## src/mts_ram.sv

```systemverilog
// Generic simple dual-port RAM with one write port and a registered read port.
module mts_ram #(
    parameter int WIDTH     = 8,
    parameter int DEPTH     = 16,
    parameter int ADDR_BITS = $clog2(DEPTH)
) (
    input  logic                 i_clk,
    input  logic                 i_we,
    input  logic [ADDR_BITS-1:0] i_waddr,
    input  logic [WIDTH-1:0]     i_wdata,
    input  logic                 i_re,
    input  logic [ADDR_BITS-1:0] i_raddr,
    output logic [WIDTH-1:0]     o_rdata
);

    logic [WIDTH-1:0] r_mem [DEPTH];
    logic [WIDTH-1:0] r_rdata;

    // Write port
    always_ff @(posedge i_clk) begin
        if (i_we) begin
            r_mem[i_waddr] <= i_wdata;
        end
    end

    // Registered read port
    always_ff @(posedge i_clk) begin
        if (i_re) begin
            r_rdata <= r_mem[i_raddr];
        end
    end

    assign o_rdata = r_rdata;

endmodule

```

## config.mk

```make
export PLATFORM = sky130hd
export DESIGN_NAME = mts_ram
export DESIGN_NICKNAME = d
export VERILOG_FILES = /design/src/mts_ram.sv
export SDC_FILE = /design/constraint.sdc
export NUM_CORES = 1
export LEC_CHECK = 0
export ABC_CLOCK_PERIOD_IN_PS = 2400
export BUFFER_PORTS_ARGS = -buffer_cell sky130_fd_sc_hd__buf_2
export CAP_MARGIN = 40
export CELL_PAD_IN_SITES_DETAIL_PLACEMENT = 0
export CELL_PAD_IN_SITES_GLOBAL_PLACEMENT = 1
export CORE_MARGIN = 3
export CORE_UTILIZATION = 35
export DETAILED_ROUTE_END_ITERATION = 8
export PLACE_DENSITY_LB_ADDON = 0.1
export SETUP_SLACK_MARGIN = 0.2
export SYNTH_ARGS = -nofsm -noshare
export SYNTH_HDL_FRONTEND = slang
export SYNTH_SLANG_ARGS = --single-unit
```

## constraint.sdc

```tcl
create_clock -name i_clk -period 2.4 [get_ports i_clk]
set_input_delay 0.24 -clock i_clk [delete_from_list [all_inputs] [get_ports i_clk]]
set_output_delay 0.24 -clock i_clk [all_outputs]
set_load 0.005 [all_outputs]
```

==> results of run 1 <==
power by group:
group / leakage (nW) / internal (W) / switching [W]
combinational: 0.613 / 0.000110 / 0.000143
sequential: 1.24 / 0.00268 / 0.0000130
clock: 0.285 / 0.00170 / 0.000898
worst max path at each step:
stage / start / to / slack [ps] / cells past startpoint
2_1_floorplan: i_waddr[2] / r_mem[0][0]$_DFFE_PP_ / 670 / 2
3_3_place_gp: i_raddr[0] / o_rdata[2]$_DFFE_PP_ / 420 / 5
3_5_place_dp: i_raddr[0] / o_rdata[2]$_DFFE_PP_ / 420 / 5
4_1_cts: i_raddr[0] / o_rdata[2]$_DFFE_PP_ / 870 / 5
5_1_grt: r_mem[1][1]$_DFFE_PP_ / o_rdata[1]$_DFFE_PP_ / 740 / 3
6_report: i_raddr[0] / o_rdata[2]$_DFFE_PP_ / 860 / 5
flip-flops by register name (all words and copies together), names as in the netlist:
register	count
o_rdata	8
r_mem	128
cell usage in the layout (no fill, tap or decap), drive strengths merged:
cell type | synthesis | layout
nand2b | 2 | 2
nand2 | 9 | 9
and2 | 1 | 1
nand3 | 1 | 1
mux4 | 32 | 32
clkinv | 0 | 8
and2b | 1 | 1
nor3 | 4 | 4
buf | 7 | 51
clkinvlp | 0 | 1
a22oi | 16 | 16
clkbuf | 0 | 18
bufinv | 0 | 4
nor2 | 13 | 13
or3b | 1 | 1
nor2b | 1 | 1
nand3b | 2 | 2
edfxtp | 136 | 136
per-layer routing:
metal,vias to the layer above,track usage,part of all wire
met4,0,0.0599,0.012
met1,1269,0.198,0.46
li1,1104,-,-
met2,53,0.224,0.49
met5,-,0,0
met3,8,0.0433,0.036
logic make-up (layout without fill, tap and decap cells):
| kind of cell | after synthesis | after routing |
|---|---|---|
| flops | 136 | 136 |
| simple gates | 35 | 35 |
| mux | 32 | 32 |
| compound gates | 16 | 16 |
| buf+inv | 10 | 82 |
worst register-to-register path, stage by stage, from the launching register on:
cell and delay [ps]:
edfxtp_1 340, mux4_1 510, a22oi_1 340, nand2_1 90
cell type report:
class / count / area [sq um] / share of cell area
clock buffers: 18 / 429 / 0.0681
clock inverters: 13 / 160 / 0.0254
multi-input cells: 83 / 1060 / 0.168
flip-flops and latches: 136 / 4080 / 0.648
well taps: 184 / 230 / 0.0365
repair buffers: 51 / 343 / 0.0544
metrics by stage:
step	util	worst slack (ps)	instance area [sq um]	cells
2_1_floorplan	-	667	5230	229
3_3_place_gp	0.392	418	5710	454
4_1_cts	0.432	867	6300	485
3_5_place_dp	0.392	425	5710	454
6_report	0.432	862	6300	485
5_1_grt	0.432	742	6300	485
==> results.cfg, run 1 <==
[layout]
nets = 308
area_delta_synth_final_pct = 20.6
num_antenna_cells = 0
num-fill-cells = 1256
drive_gt1_frac = 0.312

[setup_path]
critPathLaunchType = input pin
crit_required_ps = 2550
crit_type = input pin to flip-flop
cpPeakStageDelay_ps = 580
crit_path_top_delay_cell = mux4_1
crit_family = multiplexers
crit_path_end_kind = flip-flop
reg2reg_to = o_rdata[1]$_DFFE_PP_
r2r_start = r_mem[1][1]$_DFFE_PP_
rrSetupSlack_ps = 870
r2r_cells = 3
worstPathArrival_ps = 1690
cp_cell_sequence = buf_2, buf_12, mux4_1, a22oi_1, nand2_1
path_buf_inv = 2
crit_path_max_fanout = 10

[worst_hold_path]
hold_path_depth = 1
min_to = o_rdata[6]$_DFFE_PP_
worstHoldStart = i_re
min_path_type = input pin to flip-flop

[power_and_ir_drop]
pwr_density_cell_nw_per_um2 = 880
vdd_drop_max_mv = 0.518
p_leak_nw = 2.13
total_power_w = 0.00555

[route]
drt-vias-per-instance = 5.02
vias = 2434
drt-initial-drc-count = 235
ant_nets = 0
drc = 0
wire_per_inst_um = 22.5
routed_wl_um = 10900
drt_pass1_iterations = 4

[global_routing]
grt.overflow.total = 0
grtUsageTotal = 0.147
grt_pass1_vias = 2630
grt_max_degree = 17
antenna_found_initial = 0
grt_pass1_wl_um = 16600

[synth]
synth-warning-count = 0
synth_compound_area_frac = 0.0230
netlist_area_sq_um = 5230
synth_edf_count = 136
synthFlopType = edfxtp_1
synthMuxAreaShare = 0.148
syn-mean-instance-area_sq_um = 22.8
synth-seq-cells = 136
yosys.area_share.simple = 0.0314
yosys.area.top_type_share = 0.781
netlist_top_cells_count = 136 x edfxtp_1, 18 x mux4_2, 16 x a22oi_1, 14 x mux4_1, 13 x nor2_1
yosysTopAreaCell = edfxtp_1
synth.area.top_cells = edfxtp_1 78%, mux4_2 7.8%, mux4_1 7.0%
synthArstFlopShare = 0
yosysMostFrequentCell = edfxtp_1
synth_xor_area_frac = 0
synthCells = 229
synthAdderAreaFrac = 0
synth_nets = 248
ys_seq_area_frac = 0.781
yosysUniqueCellTypes = 18
synth_top_family_by_area = multiplexers

[clocking]
cts_buffers = 17
clk_latency_ps = 410
cts_hold_buffers = 0
max-clock-path-buffers = 2
cts_tree = done
clk_pin_slew_ps = 60
cts_setup_buffers = 0
clock_sinks = 136
ctsResizeCount = 0
cts_root_buf = clkbuf_16
h-tree-depth = 4

[floorplan]
fp.dieH_um = 128
initial_core_util = 0.358
fp.dieW_um = 128
ios = 27
dieArea_sq_um = 16400
core_area_sq_um = 14600
row_count = 44

[sta]
hold_violations = 0
hold_slack_ps = 201
finalMaxSlewViolations = 0
max_slew_margin = 0.694
max_freq_mhz = 650
fin_crit_sh = 0.641
tns_ps = 0
fin_crit_ps = 1540
finalSetupViolCount = 0
rsz0062_at_grt = false
tightest_slew_ps = 460
skew_ps = 6.20

[outcome]
status = completed

[job]
maxCapViolCount = 0

[placement]
dpl.hpwl_um = 7270
portBuffers = 26
routabilityCongestion = 0.710
Power figures use the tool's default switching activity.
==> run 2, diff against run 1 <==
Settings changed: ABC_CLOCK_PERIOD_IN_PS 2400 to 1280.
Clock period 2.4 ns to 1.28 ns, I/O delays scaled along.
==> results.cfg, run 2 (synthesis results as in run 1) <==
[power_and_ir_drop]
p_sw_frac = 0.189
p_leak_nw = 2.23
p_int_w = 0.00915
vdd_drop_max_mv = 1.11
p_comb_frac = 0.050
seqPwrFrac = 0.447
pwr_density_cell_nw_per_um2 = 1680
pwr-share-clk = 0.502
total_power_w = 0.0113
p_switching_w = 0.00214

[sta]
max_freq_mhz = 714
finalWorstSetupSlack_ps = -121
skew_ps = 3.80
tightest_slew_ps = 537
rsz0062_at_grt = true
finalMaxSlewViolations = 0
fin_crit_ps = 1400
fin_crit_sh = 1.09
max_slew_margin = 0.642
finalSetupViolCount = 8
hold_slack_ps = 95.2
hold_violations = 0
tns_ps = -642

[worst_hold_path]
worstHoldStart = i_wdata[5]
min_path_type = input pin to flip-flop

[placement]
dpl.hpwl_um = 6920
routabilityCongestion = 0.670
dp_slack_ps = -417
portBuffers = 26

[floorplan]
fp.dieH_um = 128
dieArea_sq_um = 16400
row_count = 44
initial_core_util = 0.358
fp.dieW_um = 128
core_area_sq_um = 14600
ios = 27

[global_routing]
antenna_found_initial = 0
grtUsageTotal = 0.143
grt_max_degree = 17
grt_pass1_vias = 2671
grt.overflow.total = 0
grt_pass1_wl_um = 16400

[clocking]
h-tree-depth = 4
max-clock-path-buffers = 2
cts_buffers = 17
clock_sinks = 136
cts_hold_buffers = 0
cts_setup_buffers = 0
cts_root_buf = clkbuf_16
cts_tree = done
clk_pin_slew_ps = 60
clk_latency_ps = 410

[route]
vias = 2461
ant_nets = 0
drt_pass1_iterations = 4
drc = 0
routed_wl_um = 10700
wire_per_inst_um = 21.6
drt-vias-per-instance = 4.97
drt-initial-drc-count = 169

[layout]
top_register = r_mem
drive_gt1_frac = 0.469
nets = 317
layout_commonest_cell = edfxtp_1
largest_reg_flops = 128
mostFrequentLayoutCells = 136 x edfxtp_1, 32 x mux4_2, 26 x buf_2
num-fill-cells = 1214
num_antenna_cells = 0
area_delta_synth_final_pct = 28.6

[setup_path]
critPathLaunchType = flip-flop
worstPathArrival_ps = 1560
crit_path_max_fanout = 1
r2r_start = r_mem[10][1]$_DFFE_PP_
crit_type = flip-flop to flip-flop
crit_required_ps = 1440
crit_start = r_mem[10][1]$_DFFE_PP_
crit_path_end_kind = flip-flop

[job]
maxCapViolCount = 0

[outcome]
violations = setup timing
status = complete, but fails checks
-- run 2: cell type report --
| class | count | area (sq um) | area share |
|---|---|---|---|
| timing repair buffer | 60 | 586 | 0.0871 |
| sequential | 136 | 4080 | 0.607 |
| clock buffer | 17 | 425 | 0.0633 |
| tap | 184 | 230 | 0.0342 |
| multi-input combinational | 83 | 1130 | 0.168 |
| clock inverter | 15 | 272 | 0.0404 |
-- run 2: critical path, stage by stage (launching register included) --
cell	delay, ps
edfxtp_1	370
mux4_2	480
a22oi_2	220
nand2_1	80
-- run 2: worst paths after layout --
path | endpoint | slack, ps | cells past startpoint
max reg2reg | o_rdata[1]$_DFFE_PP_ | -120 | 3
min reg2reg | o_rdata[0]$_DFFE_PP_ | 760 | 3
max | o_rdata[1]$_DFFE_PP_ | -120 | 3
min | r_mem[14][5]$_DFFE_PP_ | 100 | 1
-- run 2: per-stage QoR --
stage                     area, sq um   util  instances
after floorplan                  5290      -        229
after global placement           5970  0.409        461
after detailed placement         5970  0.409        461
after CTS                        6700  0.459        493
after global routing             6720  0.461        495
final                            6720  0.461        495
-- run 2: per-layer routing --
layer | wire (um) | track usage | share of wire | up-vias
met2 | 5260 | 0.221 | 0.49 | 47
met5 | 0 | 0 | 0 | -
met1 | 4950 | 0.189 | 0.46 | 1294
li1 | - | - | - | 1110
met3 | 380 | 0.0450 | 0.035 | 10
met4 | 119 | 0.0524 | 0.011 | 0
-- run 2: power groups by stage --
stage                     logic [W]  clock network, W  registers [W]
final                      0.000568           0.00567        0.00505
after global routing       0.000621           0.00597        0.00505
after CTS                  0.000578           0.00577        0.00505
after detailed placement   0.000562                 0        0.00514
after global placement     0.000556                 0        0.00514
after floorplan            0.000289                 0        0.00513
-- run 2: timing repair --
action	4_1_cts	5_1_grt
setup endpoints to repair	12	13
pin swaps	3	0
gates resized for setup	7	3
