### src/mts_pkg.sv
// Shared types, constants and codes for the min-tracking stack.
package mts_pkg;

    // Sizes of the stack
    localparam int MTS_DEPTH      = 1024;
    localparam int MTS_VALUE_BITS = 32;
    localparam int MTS_ENTRY_BITS = MTS_VALUE_BITS + 2;
    localparam int MTS_FILL_BITS  = $clog2(MTS_DEPTH + 1);
    localparam int MTS_ADDR_BITS  = $clog2(MTS_DEPTH);

    // Request codes; any other code acts as a query
    localparam logic [1:0] MTS_REQ_PUSH  = 2'd0;
    localparam logic [1:0] MTS_REQ_POP   = 2'd1;
    localparam logic [1:0] MTS_REQ_QUERY = 2'd2;

    // Status codes
    localparam logic [1:0] MTS_ST_OK    = 2'd0;
    localparam logic [1:0] MTS_ST_EMPTY = 2'd1;
    localparam logic [1:0] MTS_ST_FULL  = 2'd2;

    // Request transaction
    typedef struct packed {
        logic [1:0]                       req_type;
        logic signed [MTS_VALUE_BITS-1:0] push_value;
    } t_in;

    // Result transaction
    typedef struct packed {
        logic signed [MTS_VALUE_BITS-1:0] item_value;
        logic signed [MTS_VALUE_BITS-1:0] min_value;
        logic [1:0]                       status;
        logic [MTS_FILL_BITS-1:0]         fill_level;
    } t_out;

    // Commands from the stack control to the entry RAM
    typedef struct packed {
        logic                      we;
        logic [MTS_ADDR_BITS-1:0]  waddr;
        logic [MTS_ENTRY_BITS-1:0] wdata;
        logic                      re;
        logic [MTS_ADDR_BITS-1:0]  raddr;
    } t_mem_cmd;

    // Control states
    typedef enum logic {
        S_IDLE,
        S_REFILL
    } t_state;

endpackage

### src/mts_stack_ctl.sv
// Stack control: top entry and minimum registers, encode/decode, RAM commands.
module mts_stack_ctl (
    input  logic                               i_clk,
    input  logic                               i_rst_n,
    input  logic                               i_accept,
    input  mts_pkg::t_in                       i_req,
    output logic                               o_ready,
    output mts_pkg::t_out                      o_rsp,
    output mts_pkg::t_mem_cmd                  o_mem,
    input  logic [mts_pkg::MTS_ENTRY_BITS-1:0] i_mem_rdata
);

    import mts_pkg::*;

    localparam logic [MTS_FILL_BITS-1:0] FULL_LEVEL = MTS_FILL_BITS'(MTS_DEPTH);
    localparam logic [MTS_FILL_BITS-1:0] ONE_LEVEL  = MTS_FILL_BITS'(1);

    t_state                           r_state, n_state;
    logic [MTS_FILL_BITS-1:0]         r_ptr, n_ptr;
    logic signed [MTS_ENTRY_BITS-1:0] r_top, n_top;
    logic signed [MTS_VALUE_BITS-1:0] r_min, n_min;
    logic                             refill_load;

    logic                             empty, full, top_lt_min;
    logic signed [MTS_VALUE_BITS-1:0] push_x, top_dec;
    logic signed [MTS_ENTRY_BITS-1:0] x_ext, min_ext, enc_entry, restore_min;
    logic [MTS_FILL_BITS-1:0]         ptr_m1, ptr_m2, ptr_p1;
    logic                             pop_refill;

    // Status flags, decode and encode of the register-held top entry, pointer steps
    assign empty       = (r_ptr == '0);
    assign full        = (r_ptr == FULL_LEVEL);
    assign push_x      = i_req.push_value;
    assign x_ext       = MTS_ENTRY_BITS'(push_x);
    assign min_ext     = MTS_ENTRY_BITS'(r_min);
    assign top_lt_min  = (r_top < min_ext);
    assign top_dec     = top_lt_min ? r_min : r_top[MTS_VALUE_BITS-1:0];
    assign enc_entry   = (x_ext <<< 1) - min_ext;
    assign restore_min = (min_ext <<< 1) - r_top;
    assign ptr_m1      = r_ptr - ONE_LEVEL;
    assign ptr_m2      = r_ptr - MTS_FILL_BITS'(2);
    assign ptr_p1      = r_ptr + ONE_LEVEL;

    // Datapath: next register values, response and RAM commands
    always_comb begin
        n_ptr      = r_ptr;
        n_top      = r_top;
        n_min      = r_min;
        pop_refill = 1'b0;
        o_mem      = '0;
        o_mem.waddr = ptr_m1[MTS_ADDR_BITS-1:0];
        o_mem.wdata = r_top;
        o_mem.raddr = ptr_m2[MTS_ADDR_BITS-1:0];
        o_rsp.item_value = '0;
        o_rsp.min_value  = '0;
        o_rsp.status     = MTS_ST_EMPTY;
        o_rsp.fill_level = '0;
        case (i_req.req_type)
            MTS_REQ_PUSH: begin
                if (full) begin
                    o_rsp.item_value = top_dec;
                    o_rsp.min_value  = r_min;
                    o_rsp.status     = MTS_ST_FULL;
                    o_rsp.fill_level = r_ptr;
                end else begin
                    // Old top spills into the RAM, new value lives in the register
                    o_mem.we = i_accept && !empty;
                    n_ptr    = ptr_p1;
                    if (empty) begin
                        n_top = x_ext;
                        n_min = push_x;
                    end else if (push_x < r_min) begin
                        n_top = enc_entry;
                        n_min = push_x;
                    end else begin
                        n_top = x_ext;
                    end
                    o_rsp.item_value = push_x;
                    o_rsp.min_value  = n_min;
                    o_rsp.status     = MTS_ST_OK;
                    o_rsp.fill_level = ptr_p1;
                end
            end
            MTS_REQ_POP: begin
                if (!empty) begin
                    n_ptr = ptr_m1;
                    if (r_ptr == ONE_LEVEL) begin
                        n_min = '0;
                    end else begin
                        if (top_lt_min) begin
                            n_min = restore_min[MTS_VALUE_BITS-1:0];
                        end
                        // Next top entry comes back from the RAM
                        pop_refill = 1'b1;
                        o_mem.re   = i_accept;
                    end
                    o_rsp.item_value = top_dec;
                    o_rsp.min_value  = n_min;
                    o_rsp.status     = MTS_ST_OK;
                    o_rsp.fill_level = ptr_m1;
                end
            end
            default: begin
                if (!empty) begin
                    o_rsp.item_value = top_dec;
                    o_rsp.min_value  = r_min;
                    o_rsp.status     = MTS_ST_OK;
                    o_rsp.fill_level = r_ptr;
                end
            end
        endcase
    end

    // Next state
    always_comb begin
        n_state = r_state;
        case (r_state)
            S_IDLE: begin
                if (i_accept && pop_refill) begin
                    n_state = S_REFILL;
                end
            end
            S_REFILL: begin
                n_state = S_IDLE;
            end
            default: begin
                n_state = S_IDLE;
            end
        endcase
    end

    // State outputs
    always_comb begin
        o_ready     = 1'b0;
        refill_load = 1'b0;
        case (r_state)
            S_IDLE:   o_ready     = 1'b1;
            S_REFILL: refill_load = 1'b1;
            default:  o_ready     = 1'b0;
        endcase
    end

    // Control registers
    always_ff @(posedge i_clk) begin
        if (!i_rst_n) begin
            r_state <= S_IDLE;
            r_ptr   <= '0;
            r_min   <= '0;
        end else begin
            r_state <= n_state;
            if (i_accept) begin
                r_ptr <= n_ptr;
                r_min <= n_min;
            end
        end
    end

    // Top entry register
    always_ff @(posedge i_clk) begin
        if (refill_load) begin
            r_top <= i_mem_rdata;
        end else if (i_accept) begin
            r_top <= n_top;
        end
    end

    // Checks
    a_no_accept_in_refill: assert property (@(posedge i_clk) disable iff (!i_rst_n)
        r_state == S_REFILL |-> !i_accept)
        else $error("transaction accepted during top refill");

    a_ptr_in_range: assert property (@(posedge i_clk) disable iff (!i_rst_n)
        r_ptr <= FULL_LEVEL)
        else $error("stack pointer beyond depth");

    a_empty_min_zero: assert property (@(posedge i_clk) disable iff (!i_rst_n)
        r_ptr == '0 |-> r_min == '0)
        else $error("minimum not cleared on empty stack");

    a_push_grows: assert property (@(posedge i_clk) disable iff (!i_rst_n)
        i_accept && i_req.req_type == MTS_REQ_PUSH && !full
        |=> r_ptr == $past(ptr_p1))
        else $error("push did not advance the pointer");

    a_refill_after_pop: assert property (@(posedge i_clk) disable iff (!i_rst_n)
        i_accept && pop_refill |=> r_state == S_REFILL)
        else $error("pop with entries left did not refill the top");

endmodule

### config.mk
export PLATFORM = sky130hd
export DESIGN_NAME = mts_stack_ctl
export DESIGN_NICKNAME = d
export VERILOG_FILES = /design/src/mts_pkg.sv /design/src/mts_stack_ctl.sv
export SDC_FILE = /design/constraint.sdc
export NUM_CORES = 1
export LEC_CHECK = 0
export BUFFER_PORTS_ARGS = -buffer_cell sky130_fd_sc_hd__buf_2
export CAP_MARGIN = 0
export CORE_MARGIN = 1.5
export CORE_UTILIZATION = 30
export CTS_CLUSTER_SIZE = 30
export DETAILED_ROUTE_END_ITERATION = 8
export PLACE_DENSITY = 0.55
export SYNTH_ARGS = -nofsm -noshare
export SYNTH_HDL_FRONTEND = slang
export SYNTH_SLANG_ARGS = --single-unit
export TNS_END_PERCENT = 20
### constraint.sdc
create_clock -name i_clk -period 5.25 [get_ports i_clk]
set_clock_uncertainty 0.15 [all_clocks]
set_input_delay 0.525 -clock i_clk [delete_from_list [all_inputs] [get_ports i_clk]]
set_output_delay 0.525 -clock i_clk [all_outputs]
set_load 0.1 [all_outputs]
==> metrics.md, run 1 <==
| Metric | Value |
|---|---|
| Clk sinks | `78` |
| FMAX | `approximately 200 MHz` |
| Synth Area in Compound Gates | `~33%` |
| Worst setup EP type | `primary output` |
| Boundary pin count | `~210` |
| Initial Utilization | `30.34%` |
| Dpl hpwl | `34,410 um` |
| XOR/XNOR Fraction of Synth Area | `5.954%` |
| Post-placement cell count | `2,117` |
| Starting DRT DRC Count | `961` |
| Period utilisation layout | `95.83%` |
| WP data arrival | `4.36 ns` |
| Clk root buf | `clkbuf_16` |
| Largest net degree at the start of global routing | `82` |
| Gate Count Post-Synth | `1,504` |
| Htree depth | `3` |
| Placement Cell Area | `12,690 sq um` |
| Setup Crit Path Kind | `reg2out` |
| Sum Neg Setup Slack | `0 ns` |
| Layout cells sized above 1 | `about 17%` |
| Mux cell area share after synthesis | `about 1.5%` |
| Via Count | `11,980` |
| Adder-cell share of the synthesized area | `15.64%` |
| Clk slew on worst S/H paths | `0.07 ns` |
| First-pass GRT wire length | `67,420 um` |
| Post-synthesis simple-gate area fraction | `19.76%` |
| Commonest cells in the netlist | `nor2_1 (196), a21oi_1 (170), nand2_1 (139), ha_1 (131), o21ai_0 (126)` |
| Worst skew pair latency | `about 0.37 ns` |
| Final core utilization | `between 30% and 40%` |
| Synth area leaders | `ha_1 (15%), edfxtp_1 (9.5%), dfxtp_1 (8.2%), a21oi_1 (7.9%), nor2_1 (6.9%)` |
| Synthesis Warnings | `0` |
| Num CTS Buffers | `9` |
| Max Fanout on Critical Path | `19` |
| Dominant cell type by area after synthesis | `ha_1` |
| Total of max-cap violations | `0` |
| Area growth from synthesis to layout | `21.84%` |
| Row Count | `roughly 70` |
| First-pass DRT Iterations | `6` |
| Met3 Use GR | `3.618%` |
| Vias per cell | `between 5 and 6` |
| Maximum clock path buffer count | `2` |
| Worst Tran Pin Value | `slightly above 1 ns` |
| Final-report max-slew violation count | `0` |
| Busiest grt layer | `met2` |
| CP required | `between 4 and 5 ns` |
| Most numerous cell in the Yosys netlist | `nor2_1` |
| Startpoint Class | `flop` |
| Wire length per cell | `slightly above 20 um` |
| Net Count, Synth | `1,708` |
| WL final | `about 44,000 um` |
| Main combinational cell family by area after synthesis | `compound AO/OA/AOI/OAI gates` |
| Final #Nets | `1,876` |
| Total track usage | `about a quarter` |
| Port Buffers | `204` |
| Yosys cell types | `78` |
| VDD IR max | `0.2572 mV` |
| Status | `complete, no violations` |
| CTS tree | `built` |
| Synth Register Bits | `a little under 80` |
| Synth top area share | `about 15%` |
| Met2 usage | `~38%` |
| Final Instance Area | `13,080 sq um` |
| Vias in the first global route | `11,170` |
| Met1 global-route usage | `about 33%` |
| Post-DRT Antenna Nets | `0` |
| Die X | `192.2 um` |
| Core area | `35,400 sq um` |
| DRC violation count after routing | `0` |
| Synth Cell Area | `10,740 sq um` |
| Min Tclk post-route | `5.031 ns` |
| Antenna Cells | `0` |
| Final hold vios | `0` |
| Initial antenna violation count | `1` |
| Final std cells w/o fill | `around 2,100` |
| Rel. slew slack | `32.99%` |
| Post-synth EDFFs | `34` |
| Pwr/cell area | `349.7 nW/um^2` |
| GRT Residual Overflow | `0` |
| Sequential share of the synthesized area | `17.71%` |
| Hold-fix buffers, CTS | `0` |
| Synthesized area per cell | `7.139 sq um` |
| Setup-failing EPs final | `0` |
| Gpl congestion | `0.9493` |
| Async S/R FF share, synth | `0%` |
| Min-delay worst type | `in2reg` |
| Die area | `36,940 sq um` |
| Unrepaired setup endpoints after global routing | `true` |
| Pleak | `0.005669 uW` |
| Die Height | `192.2 um` |
| Top FF cell, synth | `dfxtp_1` |
-- final cells by class --
| class | count | area [sq um] |
|---|---|---|
| Fill cell | 3809 | 22310 |
| Multi-Input combinational cell | 1246 | 8244 |
| Sequential cell | 78 | 1903 |
| Timing Repair Buffer | 236 | 1667 |
| Tap cell | 461 | 576.8 |
| Inverter | 101 | 379.1 |
| Clock buffer | 13 | 302.8 |
| Clock inverter | 2 | 10.01 |
-- routing by layer --
layer,wire length (um),part of all wire [%]
met4,986,2.2
met5,0,0
met3,3280,7.4
met2,20130,45
met1,20030,45
-- registers in the layout, indices dropped and copies added (netlist names) --
register and cells:
r_min 32, r_top 34, r_ptr 11, r_state 1
-- metrics by stage --
step	power, uW	hold WS [ns]	worst slack, ns
6_report	4574	0.2806	0.2190
5_1_grt	4816	0.2869	-0.09746
4_1_cts	4552	0.2710	0.006444
3_5_place_dp	3832	0.3460	-0.06098
3_3_place_gp	3827	0.3343	-0.001433
2_1_floorplan	3103	0.2979	-0.8257
-- path summary, 6_finish.rpt --
path	start	endpoint	depth (start not counted)	slack [ns]
worst min-delay path	i_mem_rdata[19]	r_top[19]$_DFFE_PP_	2	0.28
worst max register to register	r_min[31]$_SDFFE_PN0P_	r_min[0]$_SDFFE_PN0P_	15	0.80
worst min register to register	r_min[20]$_SDFFE_PN0P_	r_min[20]$_SDFFE_PN0P_	2	0.35
worst max-delay path	r_min[31]$_SDFFE_PN0P_	o_rsp[21]	15	0.22
-- kinds of logic after synthesis --
group,count (synthesis)
DFF,78
buffers and inverters,180
AOI/OAI and AO/OA,547
muxes,16
xor gates and xnor gates,73
adders and majority gates,133
and+or+nand+nor,477
-- critical path, stage by stage (launching register included) --
cell and delay, ns:
dfxtp_1 0.43, inv_1 0.17, ha_1 0.43, nand2_1 0.14, nor4_2 0.37, a21boi_0 0.23
a31oi_2 0.18, buf_4 0.16, mux2i_2 0.32, nand2b_2 0.28, buf_4 0.28, nor2_1 0.06
a21oi_1 0.27, nor2_1 0.07, a221o_1 0.29, buf_2 0.29
-- what timing repair did --
action,CTS,global route
endpoints found under the setup margin,24,40
pin swaps,0,1
resized for setup,2,6
setup buffers,0,5
-- cell usage in the layout, fill, tap and decap left out, drive strengths merged, types with 32 or more instances in the layout --
cell type,n
buf,233
nor2,196
a21oi,173
nand2,139
ha,131
o21ai,130
inv,99
dfxtp,44
xnor2,41
a211oi,40
edfxtp,34
a21o,33
xor2,32
a22oi,32
-- power by group --
part	internal [uW]	switching, uW
combinational	793	2310
clock	401	298
sequential	699	74.2
total	1890	2680
(Power assumes the default switching activity.)
==> run 2, diff against run 1 <==
--- a/config.mk
+++ b/config.mk
@@ -5,13 +5,15 @@
 export SDC_FILE = /design/constraint.sdc
 export NUM_CORES = 1
 export LEC_CHECK = 0
+export ABC_AREA = 1
 export BUFFER_PORTS_ARGS = -buffer_cell sky130_fd_sc_hd__buf_2
 export CAP_MARGIN = 0
 export CORE_MARGIN = 1.5
 export CORE_UTILIZATION = 30
 export CTS_CLUSTER_SIZE = 30
 export DETAILED_ROUTE_END_ITERATION = 8
-export PLACE_DENSITY = 0.55
+export PLACE_DENSITY = 0.54
+export RECOVER_POWER = 50
 export SYNTH_ARGS = -nofsm -noshare
 export SYNTH_HDL_FRONTEND = slang
 export SYNTH_SLANG_ARGS = --single-unit
==> constraint.sdc (replaced) <==
create_clock -name i_clk -period 5.25 [get_ports i_clk]
set_clock_uncertainty 0.15 [all_clocks]
set_input_delay 0.2625 -clock i_clk [delete_from_list [all_inputs] [get_ports i_clk]]
set_output_delay 0.2625 -clock i_clk [all_outputs]
set_load 0.1 [all_outputs]
==> run 2 against run 1 <==
The run now ends with max-capacitance violations, max-slew violations left; synthesized area grew 24%; fmax grew 2.2%; critical path depth shrank 4; hold slack lost 0.26 ns; combinational power grew 35%; routed wire length grew 39%; first-iteration DRC count grew 96%; clock power shrank 6.1%; total power grew 23%; sequential power grew 3.6%; count of clock-buffer cells in the layout is the same; largest power group unchanged.
==> metrics.md, run 2 <==
| Metric | Value |
|---|---|
| CTS tree | `built` |
| WP buf/inv | `4` |
| Total track usage | `26.55%` |
| Worst path depth | `11` |
| Setup Crit Path Kind | `reg2reg` |
| Clk sinks | `78` |
| Die area | `45,670 sq um` |
| Die X | `213.7 um` |
| Unrepaired setup endpoints after global routing | `false` |
| CP required | `5.40 ns` |
| Final-report max-slew violation count | `a little under 80` |
| Synthesized area per cell | `5.783 sq um` |
| Htree depth | `3` |
| Worst Setup SP | `r_ptr[0]$_SDFFE_PN0P_` |
| Largest regs | `r_top x34, r_min x32, r_ptr x11` |
| Worst setup EP type | `flop` |
| Mux cell area share after synthesis | `0%` |
| Slowest stage delay, CP | `1.60 ns` |
| Port Buffers | `between 200 and 250` |
| Vias in the first global route | `15,080` |
| Crit path top cell by count | `inv_1` |
| Row Count | `77` |
| VDD IR max | `0.3576 mV` |
| Sequential share of the synthesized area | `14.28%` |
| Post-cts sizing count | `0` |
| Num CTS Buffers | `9` |
| Worst path top cell family by delay | `buffers and inverters` |
| Total of max-cap violations | `2` |
| RR Endpoint | `r_ptr[7]$_SDFFE_PN0P_` |
| Pleak | `approximately 0.0076 uW` |
| GRT Residual Overflow | `0` |
| Sequential cell area | `1903 sq um` |
| Rel. slew slack | `-45.74%` |
| Synth area leaders | `nand2_1 (16%), ha_1 (12%), inv_1 (9.6%), nand3_1 (7.8%), edfxtp_1 (7.7%)` |
| Starting DRT DRC Count | `1,887` |
| Post-synthesis simple-gate area fraction | `37.48%` |
| Boundary pin count | `205` |
| Largest net degree at the start of global routing | `63` |
| Largest reg by FF count | `r_top` |
| Post-DRT Antenna Nets | `0` |
| Startpoint Class | `flop` |
| Core area | `44,030 sq um` |
| Hold-fix buffers, CTS | `0` |
| Final core utilization | `between 30% and 40%` |
| Number of flip-flops in the largest register | `34` |
| First-pass DRT Iterations | `6` |
| Synth Cell Area | `13,320 sq um` |
| Fillers | `5,057` |
| Async S/R FF share, synth | `0%` |
| Wire length per cell | `20.33 um` |
| Top FF cell, synth | `dfxtp_1` |
| Min Tclk post-route | `roughly 4.9 ns` |
| Synthesis Warnings | `0` |
| DRC violation count after routing | `0` |
| Dpl hpwl | `49,250 um` |
| Via Count | `16,480` |
| Hold-critical path depth | `3` |
| Combinational fraction of design power | `74.1%` |
| R2r setup slk | `0.33 ns` |
| Min-delay worst type | `in2reg` |
| Gpl congestion | `0.9403` |
| Worst path cell trace | `inv_1, ha_1, nand2_1, nor2_1, inv_1, nor2_4, inv_1, o2111ai_1, inv_1, o211ai_1, a21oi_1` |
| Post-synth EDFFs | `34` |
| CP Capture Point | `r_ptr[7]$_SDFFE_PN0P_` |
| Most numerous cell in the Yosys netlist | `nand2_1` |
| Commonest cells after routing, fill and taps aside | `nand2_1 (586), inv_1 (344), nor2_1 (221), nand3_1 (210), a21oi_1 (150)` |
| WP data arrival | `5.07 ns` |
| Final hold vios | `0` |
| Adder-cell share of the synthesized area | `roughly an eighth` |
| Switching share of power | `65.54%` |
| Internal power | `1942 uW` |
| Main combinational cell family by area after synthesis | `simple AND/OR/NAND/NOR gates` |
| Status | `complete, but fails checks` |
| Flop pwr share | `14.2%` |
| WL final | `61,930 um` |
| # Post-CTS Setup Buffers | `0` |
| Gate Count Post-Synth | `2,303` |
| Sum Neg Setup Slack | `0 ns` |
| Clk slew on worst S/H paths | `0.07 ns` |
| Commonest cells in the netlist | `nand2_1 (585), inv_1 (341), nor2_1 (220), nand3_1 (208), a21oi_1 (150)` |
| Area occupied by multi-input gates | `9588 sq um` |
| Worst reg2reg path depth | `11` |
| Initial antenna violation count | `1` |
| Hold Worst Slack | `0.02006 ns` |
| Maximum clock path buffer count | `2` |
| Dominant cell type by area after synthesis | `nand2_1` |
| Vias per cell | `5.410` |
| Pwr/cell area | `approximately 380 nW/um^2` |
| XOR/XNOR Fraction of Synth Area | `approximately 3.6%` |
| Clk root buf | `clkbuf_16` |
| Worst skew pair latency | `0.37 ns` |
| Yosys cell types | `48` |
| Commonest non-fill, non-tap cell in the layout | `nand2_1` |
| FF-to-FF Start | `r_ptr[0]$_SDFFE_PN0P_` |
| Layout cells sized above 1 | `under 10%` |
| Net Count, Synth | `2,507` |
| Die Height | `213.7 um` |
| Initial Utilization | `30.25%` |
| Final #Nets | `approximately 2,700` |
| FMAX | `around 200 MHz` |
| Total net switching power | `3693 uW` |
| Synth top area share | `16.49%` |
| Period utilisation layout | `93.78%` |
| Synth Area in Compound Gates | `a little under a fifth` |
| Failing checks | `max-capacitance violations, max-slew violations` |
| Max Fanout on Critical Path | `62` |
| Setup-failing EPs final | `0` |
| Clock share of power | `11.7%` |
| Worst Tran Pin Value | `2.184 ns` |
| Area growth from synthesis to layout | `12.40%` |
| First-pass GRT wire length | `91,510 um` |
| Synth Register Bits | `between 70 and 80` |
| Slowest cell on crit path | `inv_1` |
[run 2: cell families (layout without fill, tap and decap cells)]
group / Yosys count / count (layout)
other cells: 0 / 1
buf+inv: 449 / 599
compound gates: 431 / 431
simple gates: 1157 / 1157
fa+ha+maj: 133 / 133
xor+xnor: 55 / 55
flops: 78 / 78
[run 2: final cells by class]
| type | instances | area share [%] |
|---|---|---|
| diodes | 1 | 0.01672 |
| clock buffers | 13 | 1.805 |
| clock inverters | 3 | 0.1170 |
| inverters | 356 | 8.951 |
| multi-input cells | 1776 | 64.05 |
| flip-flops and latches | 78 | 12.71 |
| well taps | 592 | 4.948 |
| repair buffers | 227 | 7.405 |
[run 2: worst min path at each step]
| stage | from | to |
|---|---|---|
| final | i_mem_rdata[21] | r_top[21]$_DFFE_PP_ |
| after global routing | i_mem_rdata[18] | r_top[18]$_DFFE_PP_ |
| after CTS | i_mem_rdata[21] | r_top[21]$_DFFE_PP_ |
| after detailed placement | r_ptr[5]$_SDFFE_PN0P_ | r_ptr[5]$_SDFFE_PN0P_ |
| after global placement | i_mem_rdata[26] | r_top[26]$_DFFE_PP_ |
| after floorplan | i_accept | r_state$_SDFF_PP0_ |
[run 2: per-stage QoR]
stage,instances,instance area [sq um],setup slack (ns),total power [uW]
2_1_floorplan,2303,13320,-0.08221,4023
3_5_place_dp,3029,14820,0.9221,4948
6_report,3046,14970,0.3267,5635
5_1_grt,3045,14970,0.1732,5938
4_1_cts,3045,15110,0.5325,5611
3_3_place_gp,3029,14820,0.9549,4944
[run 2: worst min-delay path, stage by stage]
cell     delay, ns
buf_2         0.07
nand2_1       0.04
nand2_1       0.05
[run 2: power by group through the flow]
| stage | clock [uW] | combinational [uW] | sequential, uW |
|---|---|---|---|
| 2_1_floorplan | 0 | 3080 | 945 |
| 3_3_place_gp | 0 | 4140 | 808 |
| 3_5_place_dp | 0 | 4140 | 810 |
| 4_1_cts | 662 | 4150 | 797 |
| 5_1_grt | 681 | 4450 | 807 |
| 6_report | 657 | 4180 | 801 |
[run 2: routing by layer]
metal	global-route usage [%]	part of all wire (%)	up-vias
li1	-	-	7912
met1	38.85	46	7770
met2	40.64	44	725
met3	3.368	8.3	71
met4	7.139	2.3	0
met5	0	0	-
==> run 3, diff against run 2 <==
--- a/config.mk
+++ b/config.mk
@@ -14,6 +14,7 @@
 export DETAILED_ROUTE_END_ITERATION = 8
 export PLACE_DENSITY = 0.54
 export RECOVER_POWER = 50
+export REMOVE_ABC_BUFFERS = 1
 export SYNTH_ARGS = -nofsm -noshare
 export SYNTH_HDL_FRONTEND = slang
 export SYNTH_SLANG_ARGS = --single-unit
==> constraint.sdc (replaced) <==
create_clock -name i_clk -period 5.2 [get_ports i_clk]
set_clock_uncertainty 0.15 [all_clocks]
set_input_delay 0.26 -clock i_clk [delete_from_list [all_inputs] [get_ports i_clk]]
set_output_delay 0.26 -clock i_clk [all_outputs]
set_load 0.1 [all_outputs]
==> run 3 against run 2 <==
The flow still finishes with violations (max-capacitance violations, max-slew violations); die area unchanged; routed wire length up 3.3%; hold slack worse by 0.010 ns; non-clock buffer count up 12; total power up 4.5%; global-route usage up 1.1 points; critical path depth up 5; largest cell class unchanged; largest power group unchanged; highest routed layer unchanged.
==> metrics.md, run 3 (same netlist as run 2, synthesis figures left out) <==
| Metric | Value |
|---|---|
| Die X | `213.7 um` |
| Via Count | `approximately 17,000` |
| Worst Tran Pin Value | `2.205 ns` |
| Initial Utilization | `30.25%` |
| Rel. slew slack | `-47.00%` |
| Unrepaired setup endpoints after global routing | `false` |
| Area growth from synthesis to layout | `13.89%` |
| Antenna Cells | `0` |
| Period utilisation layout | `91.46%` |
| Num CTS Buffers | `9` |
| First-pass GRT wire length | `94,630 um` |
| Failing checks | `max-capacitance violations, max-slew violations` |
| Max Used Layer | `met4` |
| Clk root buf | `clkbuf_16` |
| R2r setup slk | `0.66 ns` |
| Die Height | `213.7 um` |
| Htree depth | `3` |
| Min Tclk post-route | `4.756 ns` |
| CP required | `roughly 4.8 ns` |
| Min-delay worst type | `in2reg` |
| Worst skew pair latency | `0.39 ns` |
| Initial antenna violation count | `0` |
| Die area | `45,670 sq um` |
| Final core utilization | `34.45%` |
| Core area | `44,030 sq um` |
| Maximum clock path buffer count | `2` |
| GRT Residual Overflow | `0` |
| Final-report max-slew violation count | `35` |
| Sequential cell area | `1903 sq um` |
| Total track usage | `27.66%` |
| Status | `complete, but fails checks` |
| RR Endpoint | `r_top[6]$_DFFE_PP_` |
| Commonest cells after routing, fill and taps aside | `nand2_1 (584), inv_1 (342), nor2_1 (222), nand3_1 (210), a21oi_1 (150)` |
| Commonest non-fill, non-tap cell in the layout | `nand2_1` |
| Final hold vios | `0` |
| Worst setup EP type | `primary output` |
| Largest regs | `r_top x34, r_min x32, r_ptr x11` |
| Final #Nets | `2,664` |
| Largest reg by FF count | `r_top` |
| Sum Neg Setup Slack | `0 ns` |
| Setup-failing EPs final | `0` |
| Hold-critical path depth | `3` |
| Vias per cell | `5.454` |
| Row Count | `77` |
| Setup Crit Path Kind | `reg2out` |
| Vias in the first global route | `15,650` |
| Layout cells sized above 1 | `9.047%` |
| Largest net degree at the start of global routing | `54` |
| Hold Path Sink | `r_top[29]$_DFFE_PP_` |
| Pwr/cell area | `388.1 nW/um^2` |
| Wire length per cell | `20.93 um` |
| Post-cts sizing count | `0` |
| Clk sinks | `78` |
| Dpl hpwl | `50,580 um` |
| Boundary pin count | `205` |
| Worst reg2reg path depth | `9` |
| Gpl congestion | `0.9813` |
| DRC violation count after routing | `0` |
| Starting DRT DRC Count | `1,768` |
| Met3 routed WL | `approximately 4800 um` |
| Total of max-cap violations | `1` |
| Met2 wire length | `between 20,000 and 30,000 um` |
| CTS tree | `built` |
| Pleak | `0.007612 uW` |
| Max Fanout on Critical Path | `23` |
| Post-DRT Antenna Nets | `0` |
| WL final | `63,980 um` |
| Clk slew on worst S/H paths | `roughly 0.06 ns` |
| FF-to-FF Start | `r_ptr[0]$_SDFFE_PN0P_` |
| Port Buffers | `about 200` |
| Metal-1 WL | `28,990 um` |
| FMAX | `between 200 and 250 MHz` |
| WP data arrival | `4.35 ns` |
| Startpoint Class | `flop` |
| Area occupied by multi-input gates | `9602 sq um` |
| HP Start | `i_mem_rdata[29]` |
| First-pass DRT Iterations | `8` |
| VDD IR max | `0.4012 mV` |
| Fillers | `around 5,000` |
| Number of flip-flops in the largest register | `34` |
-- run 3: cell count changes in the layout (fill, tap and decap cells not counted), moves of 2 or more --
cell	delta
clkbuf_8	-3
nand2_2	+2
bufinv_16	+4
dlygate4sd3_1	+9
buf_2	-7
o21ai_0	+3
inv_2	+2
clkbuf_1	+6
inv_1	-2
nand2_1	-2
o21ai_1	-4
-- run 3: worst max-delay path, stage by stage (launching register included) --
cell	delay, ns
dfxtp_1	0.31
inv_1	0.16
ha_1	0.54
nand4_1	0.21
nor2_1	0.25
nand3_1	0.16
nor2_1	0.13
nor2_1	0.08
nand2_1	0.10
nand2_2	0.15
nand2_2	0.46
buf_4	0.39
nand2_1	0.12
o211ai_1	0.11
o211ai_1	0.12
inv_1	0.19
buf_2	0.46
-- run 3: worst max path at each step --
stage / end / slack (ns) / depth (start not counted) / from
after floorplan: r_top[0]$_DFFE_PP_ / -1.16 / 7 / r_ptr[0]$_SDFFE_PN0P_
after global placement: o_rsp[61] / 0.86 / 16 / r_min[31]$_SDFFE_PN0P_
after detailed placement: o_rsp[61] / 0.90 / 16 / r_min[31]$_SDFFE_PN0P_
after CTS: o_rsp[61] / 0.48 / 16 / r_min[31]$_SDFFE_PN0P_
after global routing: o_rsp[61] / 0.18 / 16 / r_min[31]$_SDFFE_PN0P_
final: o_rsp[61] / 0.44 / 16 / r_min[31]$_SDFFE_PN0P_
-- run 3: layout make-up --
class                      count  share of cell area [%]
sequential                    78                   12.55
clock buffer                   9                   1.485
inverter                     356                   8.834
clock inverter                 7                  0.8990
tap                          592                   4.883
multi-input combinational   1776                   63.30
timing repair buffer         239                   8.058
-- run 3: routing by layer --
metal | up-vias | GRT usage (%)
li1 | 7936 | -
met1 | 7917 | 39.03
met2 | 725 | 42.60
met3 | 96 | 4.189
met4 | 0 | 9.641
met5 | - | 0
-- run 3: report_power, final --
part,switching [uW],internal [uW]
Sequential,84.3,727
Clock,326,515
Combinational,3360,876
-- run 3: timing repair --
action	4_1_cts	5_1_grt
hold endpoints to repair	9	0
hold buffers	9	0
buffers inserted	0	0
-- run 3: stage by stage --
step | hold WS [ns] | cell area [sq um] | setup slack (ns) | std cells | power [uW]
final | 0.009595 | 15170 | 0.4442 | 3057 | 5887
after global placement | 0.3829 | 14860 | 0.8601 | 3032 | 5018
after detailed placement | 0.3879 | 14860 | 0.8962 | 3032 | 5019
after CTS | 0.0003126 | 15320 | 0.4776 | 3057 | 5876
after floorplan | 0.2457 | 12870 | -1.159 | 2210 | 3964
after global routing | 0.008994 | 15170 | 0.1784 | 3057 | 6212
